--- config.mk ---
export PLATFORM = sky130hd
export DESIGN_NAME = keypad_code_fifo_top_flat
export DESIGN_NICKNAME = d
export VERILOG_FILES = /design/src/hdl/kcf_pkg.sv /design/src/hdl/kcf_in_if.sv /design/src/hdl/kcf_out_if.sv /design/src/hdl/kcf_ctrl.sv /design/src/hdl/kcf_dp.sv /design/src/hdl/keypad_code_fifo_top.sv /design/src/flat_wrapper.sv
export VERILOG_INCLUDE_DIRS = /design/src /design/src/hdl
export SDC_FILE = /design/constraint.sdc
export NUM_CORES = 1
export LEC_CHECK = 0
export ABC_AREA = 1
export ABC_CLOCK_PERIOD_IN_PS = 4200
export BUFFER_PORTS_ARGS = -buffer_cell sky130_fd_sc_hd__buf_2
export CORE_UTILIZATION = 40
export CTS_CLUSTER_SIZE = 16
export DETAILED_ROUTE_END_ITERATION = 8
export HOLD_SLACK_MARGIN = 0.1
export PLACE_DENSITY = 0.57
export SYNTH_ARGS = -nofsm -noshare
export SYNTH_HDL_FRONTEND = slang
export SYNTH_SLANG_ARGS = --single-unit
--- constraint.sdc ---
create_clock -name clk -period 4.2 [get_ports clk]
set_clock_uncertainty 0.15 [all_clocks]
set_input_delay 0.63 -clock clk [delete_from_list [all_inputs] [get_ports clk]]
set_output_delay 0.63 -clock clk [all_outputs]
set_load 0.02 [all_outputs]
--- src/hdl/keypad_code_fifo_top_assert.svh ---
// Assertion macros for the keypad code FIFO.
// Used by keypad_code_fifo_top; depends on nothing else.
`ifndef KEYPAD_CODE_FIFO_TOP_ASSERT_SVH
`define KEYPAD_CODE_FIFO_TOP_ASSERT_SVH
`ifndef NO_ASSERTIONS
`define KCF_ASSERT_IMPLIES(label, clk, rst_n, a, b) \
	label: assert property (@(posedge clk) disable iff (!rst_n) (a) |-> (b)) \
		else $error("keypad_code_fifo assertion failed");
`define KCF_ASSERT_NEXT(label, clk, rst_n, a, b) \
	label: assert property (@(posedge clk) disable iff (!rst_n) (a) |=> (b)) \
		else $error("keypad_code_fifo assertion failed");
`else
`define KCF_ASSERT_IMPLIES(label, clk, rst_n, a, b)
`define KCF_ASSERT_NEXT(label, clk, rst_n, a, b)
`endif
`endif

--- src/hdl/kcf_pkg.sv ---
// Shared types, codes and the scan decode table of the keypad code FIFO.
// No dependencies; imported by kcf_ctrl, kcf_dp and keypad_code_fifo_top.
package kcf_pkg;

	typedef enum logic [1:0] {
		OP_SCAN    = 2'd0,
		OP_IMITATE = 2'd1,
		OP_GET     = 2'd2,
		OP_PROBE   = 2'd3
	} op_t;

	typedef enum logic [1:0] {
		ST_OK      = 2'd0,
		ST_FULL    = 2'd1,
		ST_EMPTY   = 2'd2,
		ST_IGNORED = 2'd3
	} status_t;

	// Which generated word a scan event writes.
	typedef enum logic [1:0] {
		W_PRESS       = 2'd0,
		W_RELEASE     = 2'd1,
		W_SYS_PRESS   = 2'd2,
		W_SYS_RELEASE = 2'd3
	} word_t;

	typedef enum logic [2:0] {
		S_IDLE,
		S_DECIDE,
		S_PUSH,
		S_READ,
		S_DONE
	} fsm_t;

	localparam logic [4:0]  KEY_F        = 5'd15;
	localparam logic [4:0]  KEY_D        = 5'd13;
	localparam logic [4:0]  KEY_RIGHT    = 5'd22;
	localparam logic [4:0]  KEY_SYSTEM   = 5'd24;
	localparam logic [4:0]  KEY_NONE     = 5'd31;
	localparam logic [31:0] WORD_BASE    = 32'h100;
	localparam logic [31:0] WORD_RELEASE = 32'h80;

	typedef struct packed {
		logic    capture;
		logic    shift;
		logic    push;
		logic    push_imm;
		word_t   word_sel;
		logic    rd_en;
		logic    take_data;
		logic    pop;
		logic    set_status;
		status_t status_val;
		logic    load_out;
	} kcf_cmd_t;

	typedef struct packed {
		op_t  op;
		logic enabled;
		logic key_none;
		logic sys_next;
		logic room2;
		logic room4;
		logic not_full;
		logic not_empty;
	} kcf_sts_t;

	// Scan byte to key number; unknown bytes give KEY_NONE.
	function automatic logic [4:0] decode_scan(logic [7:0] scan);
		logic [4:0] key;
		case (scan)
			8'h07: key = 5'd0;
			8'h06: key = 5'd1;
			8'h05: key = 5'd2;
			8'h04: key = 5'd3;
			8'h0B: key = 5'd4;
			8'h0A: key = 5'd5;
			8'h09: key = 5'd6;
			8'h08: key = 5'd7;
			8'h13: key = 5'd8;
			8'h12: key = 5'd9;
			8'h11: key = 5'd10;
			8'h10: key = 5'd11;
			8'h23: key = 5'd12;
			8'h22: key = 5'd13;
			8'h21: key = 5'd14;
			8'h20: key = 5'd15;
			8'h43: key = 5'd16;
			8'h80: key = 5'd17;
			8'h41: key = 5'd18;
			8'h40: key = 5'd19;
			8'h83: key = 5'd20;
			8'h82: key = 5'd21;
			8'h81: key = 5'd22;
			8'h42: key = 5'd23;
			default: key = KEY_NONE;
		endcase
		return key;
	endfunction

endpackage

--- src/hdl/kcf_in_if.sv ---
// Input channel of the keypad code FIFO: valid, ready and the operation item.
// No dependencies.
interface kcf_in_if;
	logic        valid;
	logic        ready;
	logic [1:0]  op;
	logic [7:0]  scan_code;
	logic [31:0] imitated_code;

	modport source (output valid, output op, output scan_code, output imitated_code,
		input ready);
	modport sink (input valid, input op, input scan_code, input imitated_code,
		output ready);
endinterface

--- src/hdl/kcf_out_if.sv ---
// Result channel of the keypad code FIFO: valid, ready and the result item.
// No dependencies.
interface kcf_out_if;
	logic        valid;
	logic        ready;
	logic [31:0] code;
	logic [1:0]  status;
	logic [5:0]  fill_count;

	modport source (output valid, output code, output status, output fill_count,
		input ready);
	modport sink (input valid, input code, input status, input fill_count,
		output ready);
endinterface

--- src/hdl/kcf_ctrl.sv ---
// Controller state machine of the keypad code FIFO.
// Depends on kcf_pkg; drives the datapath through kcf_cmd_t.
module kcf_ctrl (
	input  logic              clk,
	input  logic              arst_n,
	input  logic              in_valid,
	output logic              in_ready,
	output logic              out_valid,
	input  logic              out_ready,
	input  kcf_pkg::kcf_sts_t sts,
	output kcf_pkg::kcf_cmd_t cmd
);
	import kcf_pkg::*;

	fsm_t  state_q, state_d;
	word_t word_q, word_d;
	logic  sys_q, sys_d;
	logic  out_valid_q, out_valid_d;
	logic  last_word;

	always_ff @(posedge clk or negedge arst_n) begin
		if (!arst_n) begin
			state_q     <= S_IDLE;
			word_q      <= W_PRESS;
			sys_q       <= 1'b0;
			out_valid_q <= 1'b0;
		end else begin
			state_q     <= state_d;
			word_q      <= word_d;
			sys_q       <= sys_d;
			out_valid_q <= out_valid_d;
		end
	end

	// The system key words follow the pair of the key itself.
	assign last_word = (word_q == W_SYS_RELEASE) || (word_q == W_RELEASE && !sys_q);

	always_comb begin
		state_d     = state_q;
		word_d      = word_q;
		sys_d       = sys_q;
		out_valid_d = out_valid_q && !out_ready;
		cmd         = '0;
		in_ready    = 1'b0;
		case (state_q)
			S_IDLE: begin
				in_ready = 1'b1;
				if (in_valid) begin
					cmd.capture = 1'b1;
					state_d     = S_DECIDE;
				end
			end
			S_DECIDE: begin
				state_d = S_DONE;
				case (sts.op)
					OP_SCAN: begin
						if (!sts.enabled || sts.key_none) begin
							cmd.set_status = 1'b1;
							cmd.status_val = ST_IGNORED;
						end else begin
							cmd.shift = 1'b1;
							if (sts.sys_next ? sts.room4 : sts.room2) begin
								sys_d   = sts.sys_next;
								word_d  = W_PRESS;
								state_d = S_PUSH;
							end else begin
								cmd.set_status = 1'b1;
								cmd.status_val = ST_FULL;
							end
						end
					end
					OP_IMITATE: begin
						if (sts.not_full) begin
							cmd.push     = 1'b1;
							cmd.push_imm = 1'b1;
						end else begin
							cmd.set_status = 1'b1;
							cmd.status_val = ST_FULL;
						end
					end
					default: begin
						if (sts.not_empty) begin
							cmd.rd_en = 1'b1;
							state_d   = S_READ;
						end else begin
							cmd.set_status = 1'b1;
							cmd.status_val = ST_EMPTY;
						end
					end
				endcase
			end
			S_PUSH: begin
				cmd.push     = 1'b1;
				cmd.word_sel = word_q;
				word_d       = word_t'(word_q + 2'd1);
				if (last_word) begin
					state_d = S_DONE;
				end
			end
			S_READ: begin
				cmd.take_data = 1'b1;
				cmd.pop       = (sts.op == OP_GET);
				state_d       = S_DONE;
			end
			S_DONE: begin
				if (!out_valid_q || out_ready) begin
					cmd.load_out = 1'b1;
					out_valid_d  = 1'b1;
					state_d      = S_IDLE;
				end
			end
			default: begin
				state_d = S_IDLE;
			end
		endcase
	end

	assign out_valid = out_valid_q;

endmodule

--- src/hdl/kcf_dp.sv ---
// Datapath of the keypad code FIFO: word store, pointers, key history, result registers.
// Depends on kcf_pkg; commanded by kcf_ctrl.
module kcf_dp #(
	parameter int FIFO_DEPTH = 32
) (
	input  logic              clk,
	input  logic              arst_n,
	input  logic              cfg_we,
	input  logic              cfg_wdata,
	input  logic [1:0]        in_op,
	input  logic [7:0]        in_scan_code,
	input  logic [31:0]       in_imitated_code,
	input  kcf_pkg::kcf_cmd_t cmd,
	output kcf_pkg::kcf_sts_t sts,
	output logic [31:0]       code,
	output logic [1:0]        status,
	output logic [5:0]        fill_count
);
	import kcf_pkg::*;

	localparam int PW = $clog2(FIFO_DEPTH);
	localparam int CW = $clog2(FIFO_DEPTH + 1);
	localparam logic [PW-1:0] PTR_LAST = PW'(FIFO_DEPTH - 1);
	localparam logic [CW-1:0] CNT_FULL = CW'(FIFO_DEPTH);
	localparam logic [CW-1:0] CNT_LIM2 = CW'(FIFO_DEPTH - 2);
	localparam logic [CW-1:0] CNT_LIM4 = CW'(FIFO_DEPTH - 4);

	logic [31:0]   mem [FIFO_DEPTH];
	logic [31:0]   rd_data_q;
	logic [PW-1:0] rd_ptr_q, wr_ptr_q;
	logic [CW-1:0] count_q;
	logic [4:0]    hist_q [3];
	logic          enabled_q;
	op_t           op_q;
	logic [4:0]    key_q;
	logic [31:0]   imm_q;
	logic [31:0]   res_code_q;
	status_t       res_status_q;
	logic [31:0]   out_code_q;
	status_t       out_status_q;
	logic [5:0]    out_fill_q;
	logic [31:0]   wr_word;

	always_comb begin
		case (cmd.word_sel)
			W_PRESS:     wr_word = WORD_BASE | 32'(key_q);
			W_RELEASE:   wr_word = WORD_BASE | WORD_RELEASE | 32'(key_q);
			W_SYS_PRESS: wr_word = WORD_BASE | 32'(KEY_SYSTEM);
			default:     wr_word = WORD_BASE | WORD_RELEASE | 32'(KEY_SYSTEM);
		endcase
		if (cmd.push_imm) begin
			wr_word = imm_q;
		end
	end

	always_ff @(posedge clk) begin
		if (cmd.push) begin
			mem[wr_ptr_q] <= wr_word;
		end
		if (cmd.rd_en) begin
			rd_data_q <= mem[rd_ptr_q];
		end
	end

	always_ff @(posedge clk or negedge arst_n) begin
		if (!arst_n) begin
			rd_ptr_q  <= '0;
			wr_ptr_q  <= '0;
			count_q   <= '0;
			hist_q[0] <= KEY_NONE;
			hist_q[1] <= KEY_NONE;
			hist_q[2] <= KEY_NONE;
			enabled_q <= 1'b0;
		end else begin
			if (cfg_we) begin
				enabled_q <= cfg_wdata;
			end
			if (cmd.push) begin
				wr_ptr_q <= (wr_ptr_q == PTR_LAST) ? '0 : wr_ptr_q + 1'b1;
				count_q  <= count_q + 1'b1;
			end else if (cmd.pop) begin
				rd_ptr_q <= (rd_ptr_q == PTR_LAST) ? '0 : rd_ptr_q + 1'b1;
				count_q  <= count_q - 1'b1;
			end
			if (cmd.shift) begin
				hist_q[2] <= hist_q[1];
				hist_q[1] <= hist_q[0];
				hist_q[0] <= key_q;
			end
		end
	end

	always_ff @(posedge clk) begin
		if (cmd.capture) begin
			op_q         <= op_t'(in_op);
			key_q        <= decode_scan(in_scan_code);
			imm_q        <= in_imitated_code;
			res_code_q   <= '0;
			res_status_q <= ST_OK;
		end
		if (cmd.set_status) begin
			res_status_q <= cmd.status_val;
		end
		if (cmd.take_data) begin
			res_code_q <= rd_data_q;
		end
		if (cmd.load_out) begin
			out_code_q   <= res_code_q;
			out_status_q <= res_status_q;
			out_fill_q   <= 6'(count_q);
		end
	end

	always_comb begin
		sts.op        = op_q;
		sts.enabled   = enabled_q;
		sts.key_none  = (key_q == KEY_NONE);
		// Pattern F, right, D, judged on the history as it will be after the shift.
		sts.sys_next  = (hist_q[1] == KEY_F) && (hist_q[0] == KEY_RIGHT) && (key_q == KEY_D);
		sts.room2     = (count_q <= CNT_LIM2);
		sts.room4     = (count_q <= CNT_LIM4);
		sts.not_full  = (count_q != CNT_FULL);
		sts.not_empty = (count_q != '0);
	end

	assign code       = out_code_q;
	assign status     = out_status_q;
	assign fill_count = out_fill_q;

endmodule

--- src/hdl/keypad_code_fifo_top.sv ---
// Top level of the keypad code FIFO: controller, datapath and channel wiring.
// Depends on kcf_pkg, kcf_in_if, kcf_out_if, kcf_ctrl, kcf_dp and the assertion header.
//
// Usage: each item on in_ch carries an operation: a keypad scan event, an
// imitated push of a 32-bit word, a pop (get) or a peek (probe) of the oldest
// word. Every item yields exactly one result item on out_ch with the popped or
// peeked word (zero otherwise), a status code and the word count afterwards.
// The one configuration bit, enabled, is written through cfg_we and cfg_wdata;
// the user must write it only while the block is idle, which the block itself does
// not enforce. Scan events are ignored while it is zero. One item is processed
// at a time: an imitate or any refused operation is decided and its result
// loaded; a get or probe first does a registered store read; a scan event first
// writes its two or four words through the single store write port, one per
// cycle. The result is valid the cycle after the load and in_ch is ready again
// at the same time, so a new item is taken only once the last one's result is
// loaded. A finished result sits in the output register while the next item is
// taken; if the receiver stalls, that item's result waits in the datapath's
// staging registers, with in_ch not ready, until the output register frees.
// Reset empties the FIFO, fills the key history with the no-key mark and clears
// enabled; the store contents are not cleared.
`include "keypad_code_fifo_top_assert.svh"
module keypad_code_fifo_top #(
	parameter int FIFO_DEPTH = 32
) (
	input  logic       clk,
	input  logic       arst_n,
	input  logic       cfg_we,
	input  logic       cfg_wdata,
	kcf_in_if.sink     in_ch,
	kcf_out_if.source  out_ch
);
	import kcf_pkg::*;

	kcf_cmd_t cmd;
	kcf_sts_t sts;

	kcf_ctrl u_ctrl (
		.clk       (clk),
		.arst_n    (arst_n),
		.in_valid  (in_ch.valid),
		.in_ready  (in_ch.ready),
		.out_valid (out_ch.valid),
		.out_ready (out_ch.ready),
		.sts       (sts),
		.cmd       (cmd)
	);

	kcf_dp #(
		.FIFO_DEPTH (FIFO_DEPTH)
	) u_dp (
		.clk              (clk),
		.arst_n           (arst_n),
		.cfg_we           (cfg_we),
		.cfg_wdata        (cfg_wdata),
		.in_op            (in_ch.op),
		.in_scan_code     (in_ch.scan_code),
		.in_imitated_code (in_ch.imitated_code),
		.cmd              (cmd),
		.sts              (sts),
		.code             (out_ch.code),
		.status           (out_ch.status),
		.fill_count       (out_ch.fill_count)
	);

	// Only one item is in work at a time.
	`KCF_ASSERT_NEXT(a_one_item, clk, arst_n, in_ch.valid && in_ch.ready, !in_ch.ready)
	// The controller never writes into a full store nor pops an empty one.
	`KCF_ASSERT_IMPLIES(a_push_room, clk, arst_n, cmd.push, sts.not_full)
	`KCF_ASSERT_IMPLIES(a_pop_data, clk, arst_n, cmd.pop, sts.not_empty)
	// A pending result is never overwritten.
	`KCF_ASSERT_IMPLIES(a_no_overwrite, clk, arst_n, cmd.load_out,
		!out_ch.valid || out_ch.ready)

endmodule
--- src/flat_wrapper.sv ---
// flat-port wrapper written by rule: the top's interface ports become plain ports
module keypad_code_fifo_top_flat import kcf_pkg::*;
#(
	parameter int FIFO_DEPTH = 32
)
  (clk, arst_n, cfg_we, cfg_wdata, in_ch_valid, in_ch_op, in_ch_scan_code, in_ch_imitated_code, in_ch_ready, out_ch_valid, out_ch_code, out_ch_status, out_ch_fill_count, out_ch_ready);
  kcf_in_if in_ch_i ();
  kcf_out_if out_ch_i ();
  input  logic clk;
  input  logic arst_n;
  input  logic cfg_we;
  input  logic cfg_wdata;
  input wire logic [$bits(in_ch_i.valid)-1:0] in_ch_valid;
  input wire logic [$bits(in_ch_i.op)-1:0] in_ch_op;
  input wire logic [$bits(in_ch_i.scan_code)-1:0] in_ch_scan_code;
  input wire logic [$bits(in_ch_i.imitated_code)-1:0] in_ch_imitated_code;
  output wire logic [$bits(in_ch_i.ready)-1:0] in_ch_ready;
  output wire logic [$bits(out_ch_i.valid)-1:0] out_ch_valid;
  output wire logic [$bits(out_ch_i.code)-1:0] out_ch_code;
  output wire logic [$bits(out_ch_i.status)-1:0] out_ch_status;
  output wire logic [$bits(out_ch_i.fill_count)-1:0] out_ch_fill_count;
  input wire logic [$bits(out_ch_i.ready)-1:0] out_ch_ready;
  assign in_ch_i.valid = in_ch_valid;
  assign in_ch_i.op = in_ch_op;
  assign in_ch_i.scan_code = in_ch_scan_code;
  assign in_ch_i.imitated_code = in_ch_imitated_code;
  assign in_ch_ready = in_ch_i.ready;
  assign out_ch_valid = out_ch_i.valid;
  assign out_ch_code = out_ch_i.code;
  assign out_ch_status = out_ch_i.status;
  assign out_ch_fill_count = out_ch_i.fill_count;
  assign out_ch_i.ready = out_ch_ready;
  keypad_code_fifo_top #(.FIFO_DEPTH(FIFO_DEPTH)) u_core (.clk(clk), .arst_n(arst_n), .cfg_we(cfg_we), .cfg_wdata(cfg_wdata), .in_ch(in_ch_i), .out_ch(out_ch_i));
endmodule
==> results of run 1 <==
power by group:
group	internal, W	switching [W]
logic	0.00203	0.00550
clock network	0.00630	0.00465
registers	0.0142	0.000314
cells in the final DEF, fill, tap and decap left out, types with 94 or more instances in the layout:
master     count
buf_4        101
clkbuf_16    134
edfxtp_1    1169
inv_1        210
nand2_1      364
nand3_1      168
nor2_1       656
o211ai_1     127
o21ai_0      457
o22ai_1       94
worst min path at each step:
stage / slack [ps] / to / from / cells after the start
floorplan: 180 / u_core.u_ctrl.out_valid / arst_n / 0
global placement: 250 / u_core.u_dp.code[16] / u_core.u_dp.res_code_q[16] / 0
finish: 180 / u_core.u_dp.key_q[1] / in_ch_scan_code[1] / 4
CTS: 130 / u_core.u_dp.key_q[1] / in_ch_scan_code[1] / 4
detailed placement: 250 / u_core.u_dp.code[25] / u_core.u_dp.res_code_q[25] / 0
global route: 200 / u_core.u_dp.key_q[1] / in_ch_scan_code[1] / 4
Yosys cell counts (all sizes together):
master and instances:
dfstp 10, dfrtp 24, o31ai 3, inv 217, clkinv 1, mux2 3
clkbuf 107, edfxtp 1169, ha 14, o22ai 94, nor2 707, buf 113
nand2 368, o21ai 529, and2 1, a31oi 2, or2 25, o211ai 127
fa 1, xor2 4, nand3 168, nand3b 2, xnor2 1, nor3b 1
nand4 9, a21oi 52, nor3 6
metal layers:
metal	routed length [um]	share of wire
met4	3210	0.025
met5	13	0.00010
met2	61100	0.47
met1	56300	0.43
met3	9450	0.073
critical path: stages (launching register included):
cell,delay [ps]
dfrtp_1,370
inv_1,80
nor2_1,200
inv_1,70
nor2_1,220
inv_1,170
nand2_2,280
nand2_2,350
nor2_4,650
buf_4,320
flip-flops by register name, summed over array words and instances (netlist names), 5 cells and up:
register / flops
u_core.u_dp.wr_ptr_q: 5
u_core.u_dp.rd_data_q: 32
u_core.u_dp.imm_q: 32
u_core.u_dp.fill_count: 6
u_core.u_dp.hist_q: 10
u_core.u_dp.count_q: 6
u_core.u_dp.rd_ptr_q: 5
u_core.u_dp.res_code_q: 32
u_core.u_dp.code: 32
u_core.u_dp.mem: 1024
u_core.u_dp.key_q: 5
layout make-up:
cell class	instances	share of cell area
antenna	3	0.000136
clock buffer	162	0.0627
clock inverter	66	0.0104
inverter	218	0.0150
multi-input combinational	2117	0.186
sequential	1203	0.651
tap	1600	0.0362
timing repair buffer	258	0.0389
kinds of logic after synthesis:
family          count (synthesis)  synth area share
simple gates                 1287             0.108
flops                        1203             0.752
compound gates                807            0.0938
buf+inv                       438            0.0408
fa+ha+maj                      15           0.00408
xor+xnor                        5          0.000915
mux                             3          0.000706
through the flow:
| step | power [W] | hold slack, ps | cells |
|---|---|---|---|
| global placement | 0.0222 | 252 | 5354 |
| finish | 0.0330 | 184 | 5627 |
| global route | 0.0345 | 202 | 5624 |
| CTS | 0.0332 | 129 | 5624 |
| floorplan | 0.0196 | 184 | 3758 |
| detailed placement | 0.0223 | 255 | 5355 |
==> flow_summary.yaml, run 1 <==
timing:
  rsz0062_at_grt: "false"
  tightest_slew_ps: 1020
  setup_viol_count_final: 0
  setup_slack_ps: 1040
  period_minus_slack_ps: 3160
  slew_headroom: 0.322
  hold_viol: 0
  period_share: 0.753
  max_freq_ghz: 0.316
  setup_tns_ps: 0
  slew_violations: 0
yosys:
  synth.distinct_cells: 38
  yosysTopAreaCell: "edfxtp_1"
  ys_warn_count: 0
  ys_seq_area_frac: 0.752
  synth_top_area_share: 0.734
  avgSynthCellArea_um2: 12.7
  syn_area_um2: 47800
  syn_nets: 3821
  syn_inst: 3758
  synth-seq-cells: 1203
  synth_area_leaders: "edfxtp_1, nor2_1, o21ai_0"
worst_setup_path:
  crit_path_max_fanout: 21
  critical_path.startpoint: "u_core.u_ctrl.state_q[1]"
  crit_path_end: "u_core.u_dp.mem[27][22]"
  path_class: "reg2reg"
  r2r-end: "u_core.u_dp.mem[27][22]"
  worst-r2r-cell-count: 9
  cp.required_ps: 4500
  r2r-start: "u_core.u_ctrl.state_q[1]"
  cp-end-kind: "flop"
  cp-start-kind: "flop"
  reg2reg_slack_ps: 1040
  cp.arrival_ps: 3460
finish:
  finalNetCount: 3992
  synthToLayoutAreaGrowth_pct: 15.6
  stdcell_area_um2: 55300
  drive_above_1_share: 0.123
  n_fill_cell: 10500
  fin_util: 0.467
  seqCellArea_um2: 36000
  multiInputGateArea_um2: 10300
routing:
  vias: 30100
  vias_per_cell: 5.34
  drt_iter0_drc: 3093
  totalWireLength_um: 130000
  ant_nets: 0
  drc: 0
  wl_per_cell_um: 23.1
  dr.pass1.iters: 5
die:
  io_pins: 90
  dieArea_um2: 121000
  rows: 126
  die_y_um: 348
  initial_core_util: 0.404
  core_um2: 118000
  die_w_um: 348
grt:
  met1_usage: 0.304
  grt_max_degree: 178
  grt_util_all_layers: 0.215
  grt_pass1_vias: 28700
  gr-max-usage-layer: "met2"
  grt_pass1_wl_um: 192000
  antenna_found_initial: 4
  grt_use_met3: 0.0345
  grt_overflow: 0
  grt_use_met2: 0.340
clock_network:
  clk_pin_slew_worst_paths_ps: 60
  clock_latency_ps: 750
  cts_tree: "built"
  cts_buffer_depth: 3
  post-cts-setup-buffers: 0
  post_cts_resized: 0
  hold_buffers: 41
  numCtsBuffers: 131
  cts.sinks: 1203
  cts-root-buf: "clkbuf_16"
  cts_htree_levels: 4
placed_design:
  port_buffers: 89
  place_area_um2: 50800
  dp_worst_setup_slack_ps: 1080
  place_congestion: 0.844
  hpwl_um: 74600
pwr:
  ir_drop_v: 0.000428
  p_leak_nw: 19.5
  p_per_area_nw_per_um2: 597
worst_hold_path:
  hold_path_class: "in2reg"
status:
  run_status: "completed"
run:
  cap_violations: 0
Power figures use the tool's default switching activity.
==> run 2: changes to the inputs <==
ABC_CLOCK_PERIOD_IN_PS = 2900   (was 4200)
PLACE_DENSITY = 0.59   (was 0.57)
clock period = 2.9 ns   (was 4.2 ns; I/O delays follow)
==> flow_summary.yaml, run 2 (synthesis results as in run 1) <==
status:
  run_status: "completed"
worst_setup_path:
  r2r-start: "u_core.u_dp.count_q[2]"
  path_class: "in2reg"
  cp.arrival_ps: 3040
  critical_path.startpoint: "in_ch_scan_code[3]"
  crit_path_end: "u_core.u_dp.key_q[2]"
  worst-r2r-cell-count: 8
  cp-start-kind: "input pin"
  r2r-end: "u_core.u_dp.mem[23][3]"
  cp-end-kind: "flop"
  cp.required_ps: 3190
  reg2reg_slack_ps: 220
  crit_path_max_fanout: 7
routing:
  drt_iter0_drc: 3089
  wl_per_cell_um: 22.6
  drc: 0
  totalWireLength_um: 129000
  dr.pass1.iters: 6
  vias_per_cell: 5.31
  ant_nets: 0
  vias: 30400
grt:
  antenna_found_initial: 1
  grt_util_all_layers: 0.213
  grt_overflow: 0
  grt_pass1_wl_um: 191000
  grt_pass1_vias: 29100
  grt_max_degree: 67
timing:
  setup_viol_count_final: 0
  hold_viol: 0
  holdWs_ps: 210
  period_share: 0.948
  slew_headroom: 0.434
  rsz0062_at_grt: "false"
  period_minus_slack_ps: 2750
  max_freq_ghz: 0.364
  tightest_slew_ps: 848
  setup_slack_ps: 150
  slew_violations: 0
placed_design:
  dp.cells: 5463
  hpwl_um: 77800
  port_buffers: 89
  place_congestion: 0.834
  dp_worst_setup_slack_ps: 175
finish:
  drive_above_1_share: 0.143
  final_common_cell: "edfxtp_1"
  finalNetCount: 4095
  layout_common_cells: "edfxtp_1, nor2_1, o21ai_0"
  largest_reg_flops: 1024
  final_cells: 5726
  synthToLayoutAreaGrowth_pct: 17.7
  regMostFlops: "u_core.u_dp.mem"
run:
  cap_violations: 0
clock_network:
  cts-root-buf: "clkbuf_16"
  clock_latency_ps: 710
  clk_pin_slew_worst_paths_ps: 60
  numCtsBuffers: 118
  cts.sinks: 1203
  cts_tree: "built"
  cts_buffer_depth: 3
  cts_htree_levels: 3
worst_hold_path:
  hold_path_class: "in2reg"
  hp-start: "in_ch_scan_code[7]"
pwr:
  p_per_area_nw_per_um2: 843
  p_leak_nw: 20.0
  ir_drop_v: 0.000517
die:
  die_w_um: 348
  rows: 126
  initial_core_util: 0.404
  io_pins: 90
  dieArea_um2: 121000
  core_um2: 118000
  die_y_um: 348
[run 2: power by group]
part           switching [W]  internal [W]  leakage [nW]  total (W)
registers           0.000461        0.0206          11.5     0.0211
clock network        0.00640       0.00850          1.81     0.0149
logic                0.00773       0.00372          6.76     0.0114
total                 0.0146        0.0328          20.0     0.0474
[run 2: repair_timing]
action                                 4_1_cts  5_1_grt
endpoints found under the hold margin       66        0
hold buffers                                49        0
buffers inserted                             0        0
setup endpoints to repair                    0        9
gates resized for setup                      0        3
[run 2: per-layer routing]
metal | global-route usage | share of wire | up-vias
li1 | - | - | 14000
met1 | 0.297 | 0.43 | 15100
met2 | 0.347 | 0.48 | 1131
met3 | 0.0294 | 0.064 | 182
met4 | 0.0588 | 0.026 | 0
met5 | 0 | 0 | -
[run 2: worst min path at each step]
stage | to | slack (ps) | cells after the start
2_1_floorplan | u_core.u_ctrl.out_valid | -10 | 0
3_3_place_gp | u_core.u_dp.code[14] | 250 | 0
3_5_place_dp | u_core.u_dp.code[1] | 260 | 0
4_1_cts | u_core.u_dp.key_q[0] | 150 | 5
5_1_grt | u_core.u_dp.key_q[0] | 240 | 5
6_report | u_core.u_dp.key_q[0] | 210 | 5
[run 2: final cells by class]
| cell class | count | area (um^2) |
|---|---|---|
| clock buffers | 145 | 3100 |
| fillers | 10400 | 62100 |
| diodes | 1 | 2.50 |
| inverters | 218 | 830 |
| flip-flops and latches | 1203 | 36000 |
| clock inverters | 68 | 618 |
| repair buffers | 374 | 3470 |
| multi-input cells | 2117 | 10300 |
| well taps | 1600 | 2000 |
[run 2: worst max-delay path, cell delays in order]
cell and delay [ps]:
dlygate4sd3_1 550, buf_2 150, nor2_2 210, nand4_1 170
nand2_1 120, dlygate4sd3_1 560, inv_1 50, nand2_1 130
nand4_1 110, dlygate4sd3_1 560
[run 2: through the flow]
stage	utilization	power [W]	cell area [um^2]	setup TNS, ps
3_5_place_dp	0.440	0.0328	52100	0
4_1_cts	0.475	0.0477	56300	0
6_report	0.475	0.0474	56300	0
3_3_place_gp	0.440	0.0327	52100	0
2_1_floorplan	-	0.0284	47900	-171150
5_1_grt	0.475	0.0495	56300	0
